`src/pdtt_pkg.sv`:
```
`timescale 1ns / 1ps
// ----------------------------------------------------------------------------
// pdtt_pkg
// Shared constants, status codes and controller/datapath handshake types for
// the periodic deadline timer table.
// ----------------------------------------------------------------------------
package pdtt_pkg;

   localparam int TIMER_COUNT   = 8;
   localparam int ADDR_W        = (TIMER_COUNT > 1) ? $clog2(TIMER_COUNT) : 1;
   localparam logic [8:0] TIMER_COUNT_W = 9'(TIMER_COUNT);

   localparam logic [15:0] CATCHUP_LIMIT = 16'd65535;

   localparam logic [29:0] NS_PER_SEC     = 30'd1000000000;
   localparam logic [30:0] NS_PER_SEC_X1  = 31'd1000000000;
   localparam logic [30:0] NS_PER_SEC_X2  = 31'd2000000000;

   // table entry: {period, nanoseconds, seconds}
   localparam int ENTRY_W = 30 + 30 + 32;

   localparam logic CMD_INIT    = 1'b0;
   localparam logic CMD_FORWARD = 1'b1;

   localparam logic [1:0] ST_OK         = 2'd0;
   localparam logic [1:0] ST_BAD_INDEX  = 2'd1;
   localparam logic [1:0] ST_ZERO_PER   = 2'd2;
   localparam logic [1:0] ST_CATCHUP    = 2'd3;

   typedef struct packed {
      logic capture;
      logic decide;
      logic load;
      logic step;
      logic done;
   } ctl_type;

   typedef struct packed {
      logic bad_index;
      logic is_forward;
      logic zero_period;
      logic keep_going;
      logic out_free;
   } sts_type;

endpackage

```
`src/pdtt_ram.sv`:
```
`timescale 1ns / 1ps
// ----------------------------------------------------------------------------
// pdtt_ram
// Generic single write port, single read port RAM with registered read data.
// ----------------------------------------------------------------------------
module pdtt_ram #(
   parameter int WIDTH = 8,
   parameter int DEPTH = 8
) (
   input  logic                                     clock,
   input  logic                                     wr_en,
   input  logic [((DEPTH > 1) ? $clog2(DEPTH) : 1)-1:0] wr_addr,
   input  logic [WIDTH-1:0]                         wr_data,
   input  logic                                     rd_en,
   input  logic [((DEPTH > 1) ? $clog2(DEPTH) : 1)-1:0] rd_addr,
   output logic [WIDTH-1:0]                         rd_data
);

   logic [WIDTH-1:0] mem_ff [DEPTH];
   logic [WIDTH-1:0] rd_data_ff;

   always_ff @(posedge clock) begin
      if (wr_en) begin
         mem_ff[wr_addr] <= wr_data;
      end
      if (rd_en) begin
         rd_data_ff <= mem_ff[rd_addr];
      end
   end

   assign rd_data = rd_data_ff;

endmodule

```
`src/pdtt_ctrl.sv`:
```
`timescale 1ns / 1ps
// ----------------------------------------------------------------------------
// pdtt_ctrl
// Sequencer for one command: capture, decode, table read, catch-up loop and
// result hand-off to the output register.
// ----------------------------------------------------------------------------
module pdtt_ctrl (
   input  logic             clock,
   input  logic             reset,
   input  logic             req_tvalid,
   output logic             req_tready,
   input  pdtt_pkg::sts_type sts,
   output pdtt_pkg::ctl_type ctl
);

   localparam logic [2:0] S_IDLE   = 3'd0;
   localparam logic [2:0] S_DECODE = 3'd1;
   localparam logic [2:0] S_LOAD   = 3'd2;
   localparam logic [2:0] S_STEP   = 3'd3;
   localparam logic [2:0] S_DONE   = 3'd4;

   logic [2:0] state_ff;
   logic [2:0] state_in;

   always_comb begin
      state_in    = state_ff;
      ctl         = '0;
      req_tready  = 1'b0;
      case (state_ff)
         S_IDLE: begin
            req_tready = 1'b1;
            if (req_tvalid) begin
               ctl.capture = 1'b1;
               state_in    = S_DECODE;
            end
         end
         S_DECODE: begin
            ctl.decide = 1'b1;
            if (sts.bad_index || !sts.is_forward) begin
               state_in = S_DONE;
            end else begin
               state_in = S_LOAD;
            end
         end
         S_LOAD: begin
            ctl.load = 1'b1;
            state_in = sts.zero_period ? S_DONE : S_STEP;
         end
         S_STEP: begin
            ctl.step = 1'b1;
            if (!sts.keep_going) begin
               state_in = S_DONE;
            end
         end
         S_DONE: begin
            if (sts.out_free) begin
               ctl.done = 1'b1;
               state_in = S_IDLE;
            end
         end
         default: begin
            state_in = S_IDLE;
         end
      endcase
   end

   always_ff @(posedge clock) begin
      if (reset) begin
         state_ff <= S_IDLE;
      end else begin
         state_ff <= state_in;
      end
   end

endmodule

```
`src/pdtt_datapath.sv`:
```
`timescale 1ns / 1ps
// ----------------------------------------------------------------------------
// pdtt_datapath
// Command registers, timer table with per-entry valid bits, deadline
// advance unit and the result output register.
// ----------------------------------------------------------------------------
module pdtt_datapath (
   input  logic              clock,
   input  logic              reset,
   input  logic [103:0]      req_tdata,
   output logic              rsp_tvalid,
   input  logic              rsp_tready,
   output logic [79:0]       rsp_tdata,
   input  pdtt_pkg::ctl_type ctl,
   output pdtt_pkg::sts_type sts
);

   // captured command
   logic                       cmd_ff, cmd_in;
   logic [7:0]                 idx_ff, idx_in;
   logic [29:0]                per_in_ff, per_in_in;
   logic [31:0]                now_s_ff, now_s_in;
   logic [29:0]                now_n_ff, now_n_in;
   // working deadline and period
   logic [31:0]                d_s_ff, d_s_in;
   logic [29:0]                d_n_ff, d_n_in;
   logic [29:0]                p_ff, p_in;
   logic [15:0]                count_ff, count_in;
   logic [1:0]                 status_ff, status_in;
   logic                       wr_ff, wr_in;
   logic [pdtt_pkg::TIMER_COUNT-1:0] valid_ff, valid_in;
   logic                       rsp_valid_ff, rsp_valid_in;
   logic [79:0]                rsp_data_ff, rsp_data_in;

   logic [pdtt_pkg::ADDR_W-1:0] addr;
   logic [pdtt_pkg::ENTRY_W-1:0] rd_data;
   logic [pdtt_pkg::ENTRY_W-1:0] wr_data;
   logic                        ram_we;
   logic                        entry_valid;
   logic [31:0]                 ent_s;
   logic [29:0]                 ent_n;
   logic [29:0]                 ent_p;
   logic                        now_after;
   logic [30:0]                 sum_n;
   logic [31:0]                 adv_s;
   logic [29:0]                 adv_n;
   logic [29:0]                 req_nsec;
   logic [31:0]                 req_sec;

   assign addr        = idx_ff[pdtt_pkg::ADDR_W-1:0];
   assign entry_valid = valid_ff[addr];
   assign ent_s       = entry_valid ? rd_data[31:0]  : 32'd0;
   assign ent_n       = entry_valid ? rd_data[61:32] : 30'd0;
   assign ent_p       = entry_valid ? rd_data[91:62] : 30'd0;
   assign wr_data     = {p_ff, d_n_ff, d_s_ff};
   assign ram_we      = ctl.done && wr_ff;

   assign req_nsec = req_tdata[100:71];
   assign req_sec  = req_tdata[70:39];

   // current time at or after the deadline
   assign now_after = (now_s_ff != d_s_ff) ? (now_s_ff > d_s_ff) : (now_n_ff >= d_n_ff);

   // one period addition with nanosecond carry, the sum stays below three seconds
   always_comb begin
      sum_n = {1'b0, d_n_ff} + {1'b0, p_ff};
      if (sum_n >= pdtt_pkg::NS_PER_SEC_X2) begin
         adv_n = 30'(sum_n - pdtt_pkg::NS_PER_SEC_X2);
         adv_s = d_s_ff + 32'd2;
      end else if (sum_n >= pdtt_pkg::NS_PER_SEC_X1) begin
         adv_n = 30'(sum_n - pdtt_pkg::NS_PER_SEC_X1);
         adv_s = d_s_ff + 32'd1;
      end else begin
         adv_n = sum_n[29:0];
         adv_s = d_s_ff;
      end
   end

   assign sts.bad_index   = {1'b0, idx_ff} >= pdtt_pkg::TIMER_COUNT_W;
   assign sts.is_forward  = cmd_ff == pdtt_pkg::CMD_FORWARD;
   assign sts.zero_period = ent_p == 30'd0;
   assign sts.keep_going  = (count_ff < pdtt_pkg::CATCHUP_LIMIT) && now_after;
   assign sts.out_free    = !rsp_valid_ff || rsp_tready;

   always_comb begin
      cmd_in       = cmd_ff;
      idx_in       = idx_ff;
      per_in_in    = per_in_ff;
      now_s_in     = now_s_ff;
      now_n_in     = now_n_ff;
      d_s_in       = d_s_ff;
      d_n_in       = d_n_ff;
      p_in         = p_ff;
      count_in     = count_ff;
      status_in    = status_ff;
      wr_in        = wr_ff;
      valid_in     = valid_ff;
      rsp_valid_in = rsp_valid_ff;
      rsp_data_in  = rsp_data_ff;

      if (rsp_tready) begin
         rsp_valid_in = 1'b0;
      end

      if (ctl.capture) begin
         cmd_in    = req_tdata[0];
         idx_in    = req_tdata[8:1];
         per_in_in = req_tdata[38:9];
         // fold an out of range nanosecond value into the seconds
         if (req_nsec >= pdtt_pkg::NS_PER_SEC) begin
            now_n_in = req_nsec - pdtt_pkg::NS_PER_SEC;
            now_s_in = req_sec + 32'd1;
         end else begin
            now_n_in = req_nsec;
            now_s_in = req_sec;
         end
      end

      if (ctl.decide) begin
         count_in  = 16'd0;
         status_in = pdtt_pkg::ST_OK;
         wr_in     = 1'b0;
         if (sts.bad_index) begin
            status_in = pdtt_pkg::ST_BAD_INDEX;
            d_s_in    = 32'd0;
            d_n_in    = 30'd0;
         end else if (!sts.is_forward) begin
            d_s_in = now_s_ff;
            d_n_in = now_n_ff;
            p_in   = per_in_ff;
            wr_in  = 1'b1;
         end
      end

      if (ctl.load) begin
         d_s_in    = ent_s;
         d_n_in    = ent_n;
         p_in      = ent_p;
         status_in = sts.zero_period ? pdtt_pkg::ST_ZERO_PER : pdtt_pkg::ST_OK;
         wr_in     = !sts.zero_period;
      end

      if (ctl.step) begin
         if (sts.keep_going) begin
            d_s_in   = adv_s;
            d_n_in   = adv_n;
            count_in = count_ff + 16'd1;
         end else begin
            status_in = now_after ? pdtt_pkg::ST_CATCHUP : pdtt_pkg::ST_OK;
         end
      end

      if (ctl.done) begin
         rsp_valid_in = 1'b1;
         rsp_data_in  = {d_n_ff, d_s_ff, count_ff, status_ff};
         if (wr_ff) begin
            valid_in[addr] = 1'b1;
         end
      end
   end

   always_ff @(posedge clock) begin
      if (reset) begin
         valid_ff     <= '0;
         rsp_valid_ff <= 1'b0;
      end else begin
         valid_ff     <= valid_in;
         rsp_valid_ff <= rsp_valid_in;
      end
      cmd_ff      <= cmd_in;
      idx_ff      <= idx_in;
      per_in_ff   <= per_in_in;
      now_s_ff    <= now_s_in;
      now_n_ff    <= now_n_in;
      d_s_ff      <= d_s_in;
      d_n_ff      <= d_n_in;
      p_ff        <= p_in;
      count_ff    <= count_in;
      status_ff   <= status_in;
      wr_ff       <= wr_in;
      rsp_data_ff <= rsp_data_in;
   end

   pdtt_ram #(
      .WIDTH (pdtt_pkg::ENTRY_W),
      .DEPTH (pdtt_pkg::TIMER_COUNT)
   ) u_table (
      .clock   (clock),
      .wr_en   (ram_we),
      .wr_addr (addr),
      .wr_data (wr_data),
      .rd_en   (ctl.decide),
      .rd_addr (addr),
      .rd_data (rd_data)
   );

   assign rsp_tvalid = rsp_valid_ff;
   assign rsp_tdata  = rsp_data_ff;

   // a bad index result carries no deadline and no count
   assert property (@(posedge clock) disable iff (reset)
      (rsp_valid_ff && rsp_data_ff[1:0] == pdtt_pkg::ST_BAD_INDEX)
      |-> (rsp_data_ff[79:2] == '0))
      else $error("bad index result with nonzero payload");

   // catch-up status only after the full number of additions
   assert property (@(posedge clock) disable iff (reset)
      (rsp_valid_ff && rsp_data_ff[1:0] == pdtt_pkg::ST_CATCHUP)
      |-> (rsp_data_ff[17:2] == pdtt_pkg::CATCHUP_LIMIT))
      else $error("catch-up status with short count");

   // the deadline stays normalized through the catch-up loop
   assert property (@(posedge clock) disable iff (reset)
      ctl.step |-> (d_n_ff < pdtt_pkg::NS_PER_SEC))
      else $error("deadline nanoseconds out of range");

   // a result is never loaded over one still waiting
   assert property (@(posedge clock) disable iff (reset)
      ctl.done |-> (!rsp_valid_ff || rsp_tready))
      else $error("result overwritten while stalled");

endmodule

```
`src/periodic_deadline_timer_table.sv`:
```
`timescale 1ns / 1ps
// ----------------------------------------------------------------------------
// periodic_deadline_timer_table
// Table of periodic timers with init and forward (catch-up) commands.
// ----------------------------------------------------------------------------
// Usage:
//   req_* carries one command per transfer: init loads an entry's deadline
//   from the given time and stores its period; forward adds the stored
//   period until the deadline lies after the given time.
//   rsp_* returns exactly one result per command: status, periods added
//   and the entry's deadline after the operation.
// Timing:
//   one command is worked at a time. A bad index or an init goes from
//   decode straight to its result; a forward first reads its entry and
//   ends there on a zero period, else runs the catch-up loop (one
//   addition per cycle, at most the catch-up limit) before its result.
//   The next request is taken in the cycle after the result is loaded
//   into the output register.
// Reset:
//   synchronous; clears the per-entry valid bits so every timer reads as
//   zero deadline and zero period. No clearing pass is needed.
// Stall:
//   the result waits in the output register while rsp_tready is low; a new
//   request is still taken meanwhile, and its result waits until the held
//   one is transferred.
// ----------------------------------------------------------------------------
module periodic_deadline_timer_table (
   input  logic         clock,
   input  logic         reset,
   input  logic         req_tvalid,
   output logic         req_tready,
   // command[0], timer_index[8:1], period_ns[38:9], now_sec[70:39],
   // now_nsec[100:71], zero fill [103:101]
   input  logic [103:0] req_tdata,
   output logic         rsp_tvalid,
   input  logic         rsp_tready,
   // status[1:0], overshoot[17:2], deadline_sec[49:18], deadline_nsec[79:50]
   output logic [79:0]  rsp_tdata
);

   pdtt_pkg::ctl_type ctl;
   pdtt_pkg::sts_type sts;

   pdtt_ctrl u_ctrl (
      .clock      (clock),
      .reset      (reset),
      .req_tvalid (req_tvalid),
      .req_tready (req_tready),
      .sts        (sts),
      .ctl        (ctl)
   );

   pdtt_datapath u_datapath (
      .clock      (clock),
      .reset      (reset),
      .req_tdata  (req_tdata),
      .rsp_tvalid (rsp_tvalid),
      .rsp_tready (rsp_tready),
      .rsp_tdata  (rsp_tdata),
      .ctl        (ctl),
      .sts        (sts)
   );

endmodule

```
`config.mk`:
```
export PLATFORM = sky130hd
export DESIGN_NAME = periodic_deadline_timer_table
export DESIGN_NICKNAME = d
export VERILOG_FILES = /design/src/pdtt_pkg.sv /design/src/pdtt_ram.sv /design/src/pdtt_ctrl.sv /design/src/pdtt_datapath.sv /design/src/periodic_deadline_timer_table.sv
export SDC_FILE = /design/constraint.sdc
export NUM_CORES = 1
export LEC_CHECK = 0
export BUFFER_PORTS_ARGS = -buffer_cell sky130_fd_sc_hd__buf_2
export CELL_PAD_IN_SITES_DETAIL_PLACEMENT = 1
export CELL_PAD_IN_SITES_GLOBAL_PLACEMENT = 1
export CORE_MARGIN = 8
export CORE_UTILIZATION = 40
export CTS_BUF_LIST = sky130_fd_sc_hd__clkbuf_16
export DETAILED_ROUTE_END_ITERATION = 7
export PLACE_DENSITY_LB_ADDON = 0.1
export RECOVER_POWER = 100
export SLEW_MARGIN = 20
export SYNTH_ARGS = -nofsm -noshare
export SYNTH_HDL_FRONTEND = slang
export SYNTH_HIERARCHICAL = 1
export SYNTH_SLANG_ARGS = --single-unit
```
`constraint.sdc`:
```
create_clock -name clock -period 26.1 [get_ports clock]
set_clock_uncertainty 0.05 [all_clocks]
set_input_delay 5.22 -clock clock [delete_from_list [all_inputs] [get_ports clock]]
set_output_delay 5.22 -clock clock [all_outputs]
set_load 0.05 [all_outputs]
```
Word level (Yosys, flattened, before mapping)

Memory sizes are Yosys's and may differ from the RTL's. A register that Yosys moved wholly into a read port is not among the register bits.
Index checks and enable logic that the tools add are counted.

Register bits after elaboration: 304
RAM bits: 736
Input bits: 108
Output and inout port bits: 82
Logic and storage cells: 122
Memories: 1

Memory list:

| name                      | words | width | rd ports | clocked after Yosys merged registers in | wr ports | line           | text |
|---|---|---|---|---|---|---|---|
| u_datapath.u_table.mem_ff | 8     | 92    | 1        | 1                                       | 1        | pdtt_ram.sv:19 | `logic [WIDTH-1:0] mem_ff [DEPTH];` |

Add/sub/neg operators: 8
Magnitude comparators: 9
Equality and inequality tests: 11
Muxes and demuxes: 62
Bitwise gates (word level): 1
Reduce and logical (&&, ||, !) cells: 15

Operator list:

| operator                 | number |
|---|---|
| $mux W30                 | 15 |
| $mux W32                 | 10 |
| $sub A30 B30 Y30 const B | 3 |
| $add A32 B1 Y32 const B  | 2 |
| $mux W16                 | 3 |
| $add A32 B2 Y32 const B  | 1 |
| $gt A32 B32 Y1           | 1 |
| $ne A32 B32 Y1           | 1 |
| $add A30 B30 Y31         | 1 |
| $ge A31 B30 Y1 const B   | 1 |
| $ge A31 B31 Y1 const B   | 1 |
| $ge A30 B30 Y1           | 1 |
| $ge A30 B30 Y1 const B   | 1 |
| $logic_not A30 Y1        | 1 |
| $mux W1                  | 20 |
| $add A16 B1 Y16 const B  | 1 |
| $lt A16 B16 Y1 const B   | 1 |
| $mux W3                  | 5 |
| $pmux W3 S5              | 1 |
| $mux W2                  | 6 |
| $ne A2 B2 Y1 const B     | 5 |
| $ge A8 B4 Y1 const B     | 1 |
| $or A8 B8 Y8             | 1 |
| $eq A3 B2 Y1 const B     | 2 |
| 14 further kinds         | 21 |

Depth between registers and ports, before layout

Gate-level depths: netlist (run 1).

Depth in word-level cells: 8
Mapped depth: 19
Depth with buffers taken out: 17

Cells and area by module

The synthesis (run 1) kept the hierarchy.

Modules (own cells, without submodules):

| module        | instances | cells each | area an instance (um^2) | sequential area each (um^2) |
|---|---|---|---|---|
| pdtt_ram      | 1         | 1,168      | 30,434.2                | 24,863.8 |
| pdtt_datapath | 1         | 1,770      | 18,036.0                | 8,468.1 |
| pdtt_ctrl     | 1         | 30         | 254.0                   | 60.1 |

Worst setup path before layout (run 1)

OpenSTA, ideal clock, no wires.

Path kind: input to register
From: input rsp_tready
To: memory u_datapath/u_table/mem_ff[4][0] (netlist bit), enable pin
Library setup time: 0.655 ns
Arrival time: 17.954 ns
Data required time: 25.395 ns
Slack: 7.441 ns
Stages: 6
Buffers on the path: 0
Cell sequence: nand2b_1 nand2_1 nor3_1 and2_1 nand2_1 nor3_1

RTL lines:

| item            | line                                | text |
|---|---|---|
| start, declared | periodic_deadline_timer_table.sv:36 | `input logic rsp_tready,` |
| end, declared   | pdtt_ram.sv:19                      |  |

==> run summary, run 1 <==
TritonCTS built the clock tree. The wire-length estimate of the detail-placed layout is 80900 µm. The die covers 0.1332 mm².

The netlist area before placement is 0.04872 mm², and the fraction of registers with async set/reset is 0%. Setup repair after global routing left no endpoint under its margin. The cell count after synthesis came out at 2968. The worst hold path was traced through 0 stages. Headroom to the max-slew limit came out at -460.5%.

Wires add up to 131500 µm. At the pin with the least slew margin, the transition time is 8.407 ns. The unique cell type count in the Yosys netlist is 94. The clock tree synthesis step divided the H-tree into 3 levels. The final critical path takes up 49.87% of the cycle. The cell depth of the worst setup path is 9, and the yosys synthesis warning count is 6. Along the worst path, the maximum fanout reaches 46. For the internal cell power, the log shows 0.003243 W.

After floorplanning, the core was sized to cover 0.1214 mm². Number of failing hold endpoints at the final stage: 0. The worst setup slack for register-to-register paths was 14.89 ns. Count of TritonRoute iterations in the first routing pass: 5. Routed via count divided by cell count: 5.613. Counting every net in the synthesized netlist gives 3180. The critical path goes through buf_2, nand2b_1, nand2_1, nor3_1, and2_0, nand2_1, nor2_1, clkbuf_1, clkbuf_1. Summing all non-filler instances in the final layout gives an area of 0.05503 mm². The post-synthesis cell type with the largest combined area was sky130_fd_sc_hd__edfxtp_1. The final global-route overflow total was 0; the vertical die dimension was 365.0 µm. The number of fillers in the final layout is 11880. The width of the chip was 365.0 µm; the cell area after placement was 0.05141 mm². After detailed routing, the average wire length per cell comes to 26.77 µm. The number of global-route vias before repair was 29480. The floorplan has 128 rows. Summing internal, switching and leakage power gives 0.004338 W. The maximum root-to-sink buffer count came out at 3. On the critical path, the stage with the largest delay is an instance of sky130_fd_sc_hd__clkbuf_1. The run gives 18.07 nW as the leakage dissipation. Setup violations remaining at the end of the flow were counted as 0.

Area growth from synthesis to layout: 12.94%. The clock network accounts for 39.3% of the total power. For the number of cells upsized or downsized after cts, the log shows 0.

Root buffer selected by CTS: sky130_fd_sc_hd__clkbuf_16. In this run the remaining antenna-violating nets after routing total 0. The delay contributed by the slowest stage of the critical path was 2.88 ns; the total via count in the routed design was 27570. The net switching share of the total power is 25.24%, and the last weighted congestion value of the routability-driven placer is 0.8491. The checks that failed: max-capacitance violations, max-slew violations. Number of placed I/O pins: 190.

The sum of buffers and inverters on the critical path was 3. Summed over its instances, the top area cell type makes up 66.07% of the synthesized netlist area. STA classifies the critical path startpoint as a primary input.

The number of max-slew violations in the final report was 1560; the fraction of final layout cells with drive strength greater than 1 was 18.67%. By instance count, the leading cell after synthesis is sky130_fd_sc_hd__edfxtp_1. Classification of the worst-slack hold path: flop to flop. By count the netlist is led by 1072 x sky130_fd_sc_hd__edfxtp_1, 211 x sky130_fd_sc_hd__nand2_1, 186 x sky130_fd_sc_hd__mux4_2. After the last flow step, the layout net total stands at 3389. After clock tree synthesis, the clock-pin slew on the worst setup and hold paths is 0.06 ns.

The run gives 19.46% as the overall fraction of global-route tracks in use. The switching power total was 0.001095 W; the global-route wire length before repair was 194100 µm. The number of max-capacitance violations reported is 38. The synthesized area divided by synthesized cell count came out at 16.42 µm².

Maximum number of pins on one net before global-route repair: 115. The total power per unit cell area was 78.82 mW/mm²; the sequential power share was 49.7%. The synthesized design contains 1132 register bits. The sequential element share of the synthesized area was 68.53%. After layout, the worst setup slack is 13.08 ns. The worst endpoint data arrival time was 13.18 ns. At the worst endpoint, the required time is 26.26 ns.

The most used flip-flop cell after synthesis is sky130_fd_sc_hd__edfxtp_1. Counting every sink on the clock net gives 1132. The critical path class is primary input to flop. The run gives 11.0% as the fraction of power consumed by combinational cells.

Input and output buffers added on the ports amount to 186. After layout, the minimum clock period comes to 13.02 ns. Count of flip-flops with a built-in enable after synthesis: 1072. After synthesis, the cell types taking the most area are sky130_fd_sc_hd__edfxtp_1 66%, sky130_fd_sc_hd__mux4_2 8.6%, sky130_fd_sc_hd__ha_1 2.6%.

IR analysis of the VDD net gives a maximum drop of 0.04941 mV. Measured in cells, the most critical reg-to-reg path has a length of 5. The CTS buffer count was 120. Dominant delay contributor by cell family on the critical path: buffers and inverters.

The logs give 0 for the buffers inserted during post-CTS setup optimization and 0.71 ns for the source-to-sink clock delay at the later pin of the worst-skew pair. The number of antenna violations at the first check in global routing is 15, and the post-cts hold buffer count is 0. The logs give 16.88 ns for the pre-CTS setup slack and 0 for the number of design rule violations left after detail routing. The run finished, with violations left. The run gives 0 ns as the final sum of negative setup slack. The kind of capture point of the worst setup path was a flop. The achievable clock frequency came out at 76.83 MHz. Once the floorplan was initialized, standard cells occupied 40.14% of the core. For this block, the initial DRC count from the detailed router was 2018.
-- metal layers --
| metal | track usage, % | vias up | wire (µm) |
|---|---|---|---|
| met3 | 3.489 | 177 | 6027 |
| li1 | - | 12240 | - |
| met4 | 5.367 | 2 | 3437 |
| met1 | 26.86 | 14580 | 59410 |
| met2 | 31.83 | 570 | 62620 |
| met5 | 0 | - | 13 |
-- cell type report --
cell class	count	area, µm²	area share (%)
Multi-Input combinational cell	1599	14260	25.91
Clock buffer	122	3053	5.548
Antenna cell	4	10.01	0.01819
Tap cell	1625	2033	3.695
Timing Repair Buffer	228	1022	1.858
Sequential cell	1132	33390	60.68
Clock inverter	106	904.6	1.644
Inverter	96	360.3	0.6548
-- final timing paths --
path                            from                                to
max                       rsp_tready  u_datapath/u_table/mem_ff[5][49]
min          u_datapath/status_ff[0]           u_datapath/rsp_tdata[0]
min reg2reg  u_datapath/status_ff[0]           u_datapath/rsp_tdata[0]
max reg2reg     u_datapath/idx_ff[2]  u_datapath/u_table/mem_ff[5][49]
-- worst register-to-register path: cells and delay by family (launching register included) --
kind	cells	cell delay (ns)
flip-flops	1	0.32
AND/OR/NAND/NOR	2	2.96
buffers and inverters	3	7.31
-- through the flow --
stage / std cells / hold WS, ns / utilization (%)
after global placement: 4680 / 0.3781 / 42.35
final: 4912 / 0.4006 / 45.33
after CTS: 4908 / 0.3950 / 45.61
after detailed placement: 4680 / 0.3793 / 42.35
after global routing: 4909 / 0.4122 / 45.33
after floorplan: 2968 / 0.3589 / -
-- cells by family after synthesis --
kind of cell    synth area share, %
compound gates                7.362
buf+inv                       2.265
flops                         68.53
xor+xnor                      2.047
simple gates                  5.670
mux                           11.44
fa+ha+maj                     2.686
-- power groups by stage --
stage               combinational (W)  clock [W]  sequential, W
floorplan                    0.000332          0        0.00216
global placement             0.000466          0        0.00219
detailed placement           0.000475          0        0.00219
CTS                          0.000479    0.00175        0.00215
global route                 0.000525    0.00181        0.00217
finish                       0.000477    0.00170        0.00216
-- state kept, by name, indices dropped and copies added, names as in the netlist --
register                    count
u_datapath/u_table/mem_ff     736
u_datapath/u_table/rd_data     92
u_datapath/rsp_tdata           80
u_datapath/d_s_ff              32
u_datapath/now_s_ff            32
u_datapath/d_n_ff              30
u_datapath/now_n_ff            30
u_datapath/p_ff                30
u_datapath/per_in_ff           30
u_datapath/count_ff            16
u_datapath/idx_ff               8
u_datapath/valid_ff             8
u_ctrl/state_ff                 3
u_datapath/status_ff            2
u_datapath/cmd_ff               1
u_datapath/rsp_tvalid           1
u_datapath/wr_ff                1
-- cells in the final DEF (no fill, tap or decap), drive strengths merged, types with 21 or more instances in the layout --
cell type,Yosys,routed
clkbuf,83,247
nor3,34,34
xor2,24,24
xnor2,89,89
a21o,30,30
nand3,36,36
buf,58,103
and3,31,31
ha,103,103
nand4,32,32
clkinv,1,60
a221oi,70,70
nand2,211,211
nor2b,27,27
inv,95,125
nor4,21,21
mux4,186,186
a21oi,140,140
mux2,106,106
dfxtp,60,60
edfxtp,1072,1072
nor2,86,86
o2bb2ai,31,31
o21ai,122,122
Power figures use the tool's default switching activity.
==> run 2: changes to the inputs <==
clock period = 11.4 ns   (was 26.1 ns; I/O delays follow)
==> run 2 against run 1 <==
The flow still finishes with violations (max-capacitance violations, max-slew violations). Combinational power rose by 130%. Register-to-register slack got worse by 12 ns. Sequential cell count did not move. Die area did not move. Worst setup slack got worse by 9.9 ns. First-iteration DRC count fell by 8.9%. Critical path depth fell by 4. Clock power rose by 130%. Global-route usage rose by 0.43 points. Via count rose by 0.25%. Final cell count barely moved. Largest cell class unchanged. Largest power group unchanged.
==> run summary, run 2 (synthesized netlist as in run 1, its figures left out) <==
The tools report the number of sinks handled by clock tree synthesis as 1132 (unchanged). The delay contributed by the slowest stage of the critical path is 2.20 ns (-0.68 ns), and the last weighted congestion value of the routability-driven placer is 0.8388 (-1.2%). Leaving out fill and tap cells, the most frequent cell in the layout is sky130_fd_sc_hd__edfxtp_1. HPWL after detailed placement: 81860 µm (+1.2%). The sum of buffers and inverters on the critical path is 3 (unchanged), and the share of total power in the clock network is 39.9% (+0.6 points). The number of buffers inserted by port buffering is 186 (unchanged), and the final sum of negative setup slack is 0 ns (unchanged). The wire length reported by the detailed router came out at 133300 µm (+1.4%). The final global-route overflow total came out at 0 (unchanged).

Share of the clock period used by the worst path: 71.86%. The total power per unit cell area came out at 181.2 mW/mm² (+130%). Final layout net count: 3402 (+0.38%). The worst-path cell with the longest stage delay is sky130_fd_sc_hd__clkbuf_1. Worst endpoint data arrival time: 8.42 ns (-4.76 ns).

The path class of the tightest hold or removal check is flop to flop. Routed via count divided by cell count: 5.626 (+0.23%). The run gives 190 (unchanged) as the number of placed I/O pins. The final reports fail on max-capacitance violations, max-slew violations. The tools report the switching power total as 0.002553 W (+130%). Most numerous cell on the critical path: sky130_fd_sc_hd__clkbuf_1. The tools report the number of antenna cells inserted as 0 (-4). For the number of cells upsized or downsized after cts, the log shows 0 (unchanged).

The source-to-sink clock delay at the later pin of the worst-skew pair came out at 0.74 ns (+0.03 ns). The average routed wire per standard cell is 27.13 µm (+1.3%), and the number of failing hold endpoints at the final stage is 0 (unchanged). The post-cts hold buffer count is 0 (unchanged), and the number of design rule violations left after detail routing is 0 (unchanged).

The clock transition at the registers of the reported paths was 0.06 ns (about the same). The shortest clock period the worst path allows after layout was 8.192 ns. For the number of max-slew violations in the final report, the log shows 861 (-45%). The global-route wire length before repair is 197100 µm (+1.6%). The critical path class is flop to flop.

CTS buffer count: 130 (+8.3%). In the layout the commonest cells are 1072 x sky130_fd_sc_hd__edfxtp_1, 211 x sky130_fd_sc_hd__nand2_1, 186 x sky130_fd_sc_hd__mux4_2. The logs give 0.01426 mm² (about the same) for the area of combinational cells with multiple inputs and 0 (unchanged) for the final antenna-violating net count. The placement row count was 128 (unchanged). The logs give 0 (unchanged) for the buffers inserted during post-CTS setup optimization and 0.05527 mm² (+0.44%) for the final standard cell area without fillers. The width of the chip was 365.0 µm (unchanged); the H-tree depth reported by CTS was 4 (+1).

The critical path required time was 11.63 ns (-14.63 ns). Fraction of final layout cells with drive strength greater than 1: 18.92% (+0.25 points). The worst setup path is launched from a flop. The sequential power share was 49.2% (-0.5 points). Setup repair after global routing left no endpoint under its margin. Timing would allow up to 122.1 MHz. TritonCTS built the clock tree. The logs give 0.007462 W (+130%) for the internal cell power and 19.88% (+0.43 points) for the overall fraction of global-route tracks in use.

The tools report the number of fillers in the final layout as 11790 (-0.72%). The net switching share of the total power works out to 25.49% (+0.24 points). The count of TritonRoute iterations in the first routing pass is 7 (+2).

The number of max-capacitance violations reported is 25 (-34%), and the cell area after placement is 0.05147 mm² (+0.13%). For the maximum VDD drop, the log shows 0.1318 mV (+170%). The actual transition at the worst max-transition pin was 3.861 ns (-4.546 ns). Relative to the synthesized area, the layout overhead comes to 13.44%. For the total via count in the routed design, the log shows 27640 (+0.25%). The root buffer selected by CTS was sky130_fd_sc_hd__clkbuf_16. The number of flip-flops under the largest register name was 736 (unchanged).

The logs give 0.1214 mm² (unchanged) for the core box area and 1839 (-8.9%) for the number of design-rule violations left by the first detailed-router iteration. For the leakage dissipation, the log shows 18.20 nW (+0.74%). Maximum root-to-sink buffer count: 3 (unchanged). The tools report the number of standard cells in the layout, taps in and fillers out as 4913 (+0.020%). The dominant delay contributor by cell family on the critical path is buffers and inverters.

The run finished, with violations left. The initial core utilization is 40.14% (unchanged), and the worst slew margin relative to its limit is -157.4% (+300 points). The signal on the critical path passes through clkbuf_1, clkbuf_1, nand2b_1, nor2_1, clkbuf_1. The area of all sequential standard cells came out at 0.03339 mm² (unchanged). The largest driver fanout on the critical path works out to 55 (+20%). The number of antenna violations at the first check in global routing came out at 7 (-8). The placed instance count was 4683 (+0.064%). Maximum number of pins on one net before global-route repair: 114 (-0.87%). Counting flops per register, the top entry is u_datapath/u_table/mem_ff. The worst setup path is captured at a flop. The tools report the area enclosed by the die boundary as 0.1332 mm² (unchanged).

The fraction of power consumed by combinational cells was 10.9% (about the same). For the number of setup violations in the final report, the log shows 0 (unchanged). The number of global-route vias before repair is 29770 (+0.99%). The vertical die dimension works out to 365.0 µm (unchanged).
-- run 2: cell types whose count changed in the layout (fill, tap and decap cells not counted), moves of 6 or more --
cell | before | now
sky130_fd_sc_hd__clkbuf_1 | 125 | 114
sky130_fd_sc_hd__buf_4 | 9 | 21
sky130_fd_sc_hd__clkbuf_16 | 122 | 131
sky130_fd_sc_hd__inv_1 | 117 | 126
sky130_fd_sc_hd__clkinv_2 | 30 | 12
sky130_fd_sc_hd__clkinv_8 | 0 | 6
-- run 2: routing by layer --
metal / vias to the layer above / global-route usage (%) / wire length [µm]
met4: 0 / 5.804 / 3416
met1: 14540 / 27.64 / 60980
met2: 654 / 32.39 / 62890
met5: - / 0 / 0
met3: 190 / 3.260 / 5997
li1: 12260 / - / -
-- run 2: area by class of cell --
cell class	instances	share of cell area, %
flip-flops and latches	1132	60.41
multi-input cells	1599	25.80
clock buffers	131	5.931
well taps	1625	3.678
repair buffers	231	2.021
clock inverters	99	1.508
inverters	96	0.6519
-- run 2: final timing paths --
path                                start                          endpoint  slack (ns)  cells after the start
setup / recovery     u_datapath/idx_ff[2]  u_datapath/u_table/mem_ff[2][81]        3.21                      5
hold / removal    u_datapath/status_ff[0]           u_datapath/rsp_tdata[0]        0.39                      0
setup reg to reg     u_datapath/idx_ff[2]  u_datapath/u_table/mem_ff[2][81]        3.21                      5
hold reg to reg   u_datapath/status_ff[0]           u_datapath/rsp_tdata[0]        0.39                      0
-- run 2: metrics by stage --
step / power (W) / hold WS, ns / utilization, % / worst slack, ns
floorplan: 0.005711 / 0.3589 / - / 0.7231
global placement: 0.006076 / 0.3717 / 42.38 / 5.165
detailed placement: 0.006105 / 0.3783 / 42.40 / 5.084
CTS: 0.01013 / 0.3885 / 45.79 / 5.469
global route: 0.01040 / 0.3962 / 45.53 / 2.769
finish: 0.01001 / 0.3859 / 45.53 / 3.208
-- run 2: worst reg2reg max path: stages, from the launching register on --
cell and delay, ns:
sky130_fd_sc_hd__edfxtp_1 0.36, sky130_fd_sc_hd__clkbuf_1 0.98, sky130_fd_sc_hd__clkbuf_1 1.74, sky130_fd_sc_hd__nand2b_1 0.75
sky130_fd_sc_hd__nor2_1 1.61, sky130_fd_sc_hd__clkbuf_1 2.21
-- run 2: power groups by stage --
stage                     clock network, W  registers, W  logic, W
after floorplan                          0       0.00495  0.000760
after global placement                   0       0.00500   0.00108
after detailed placement                 0       0.00501   0.00109
after CTS                          0.00410       0.00493   0.00110
after global routing               0.00425       0.00495   0.00121
final                              0.00399       0.00493   0.00109
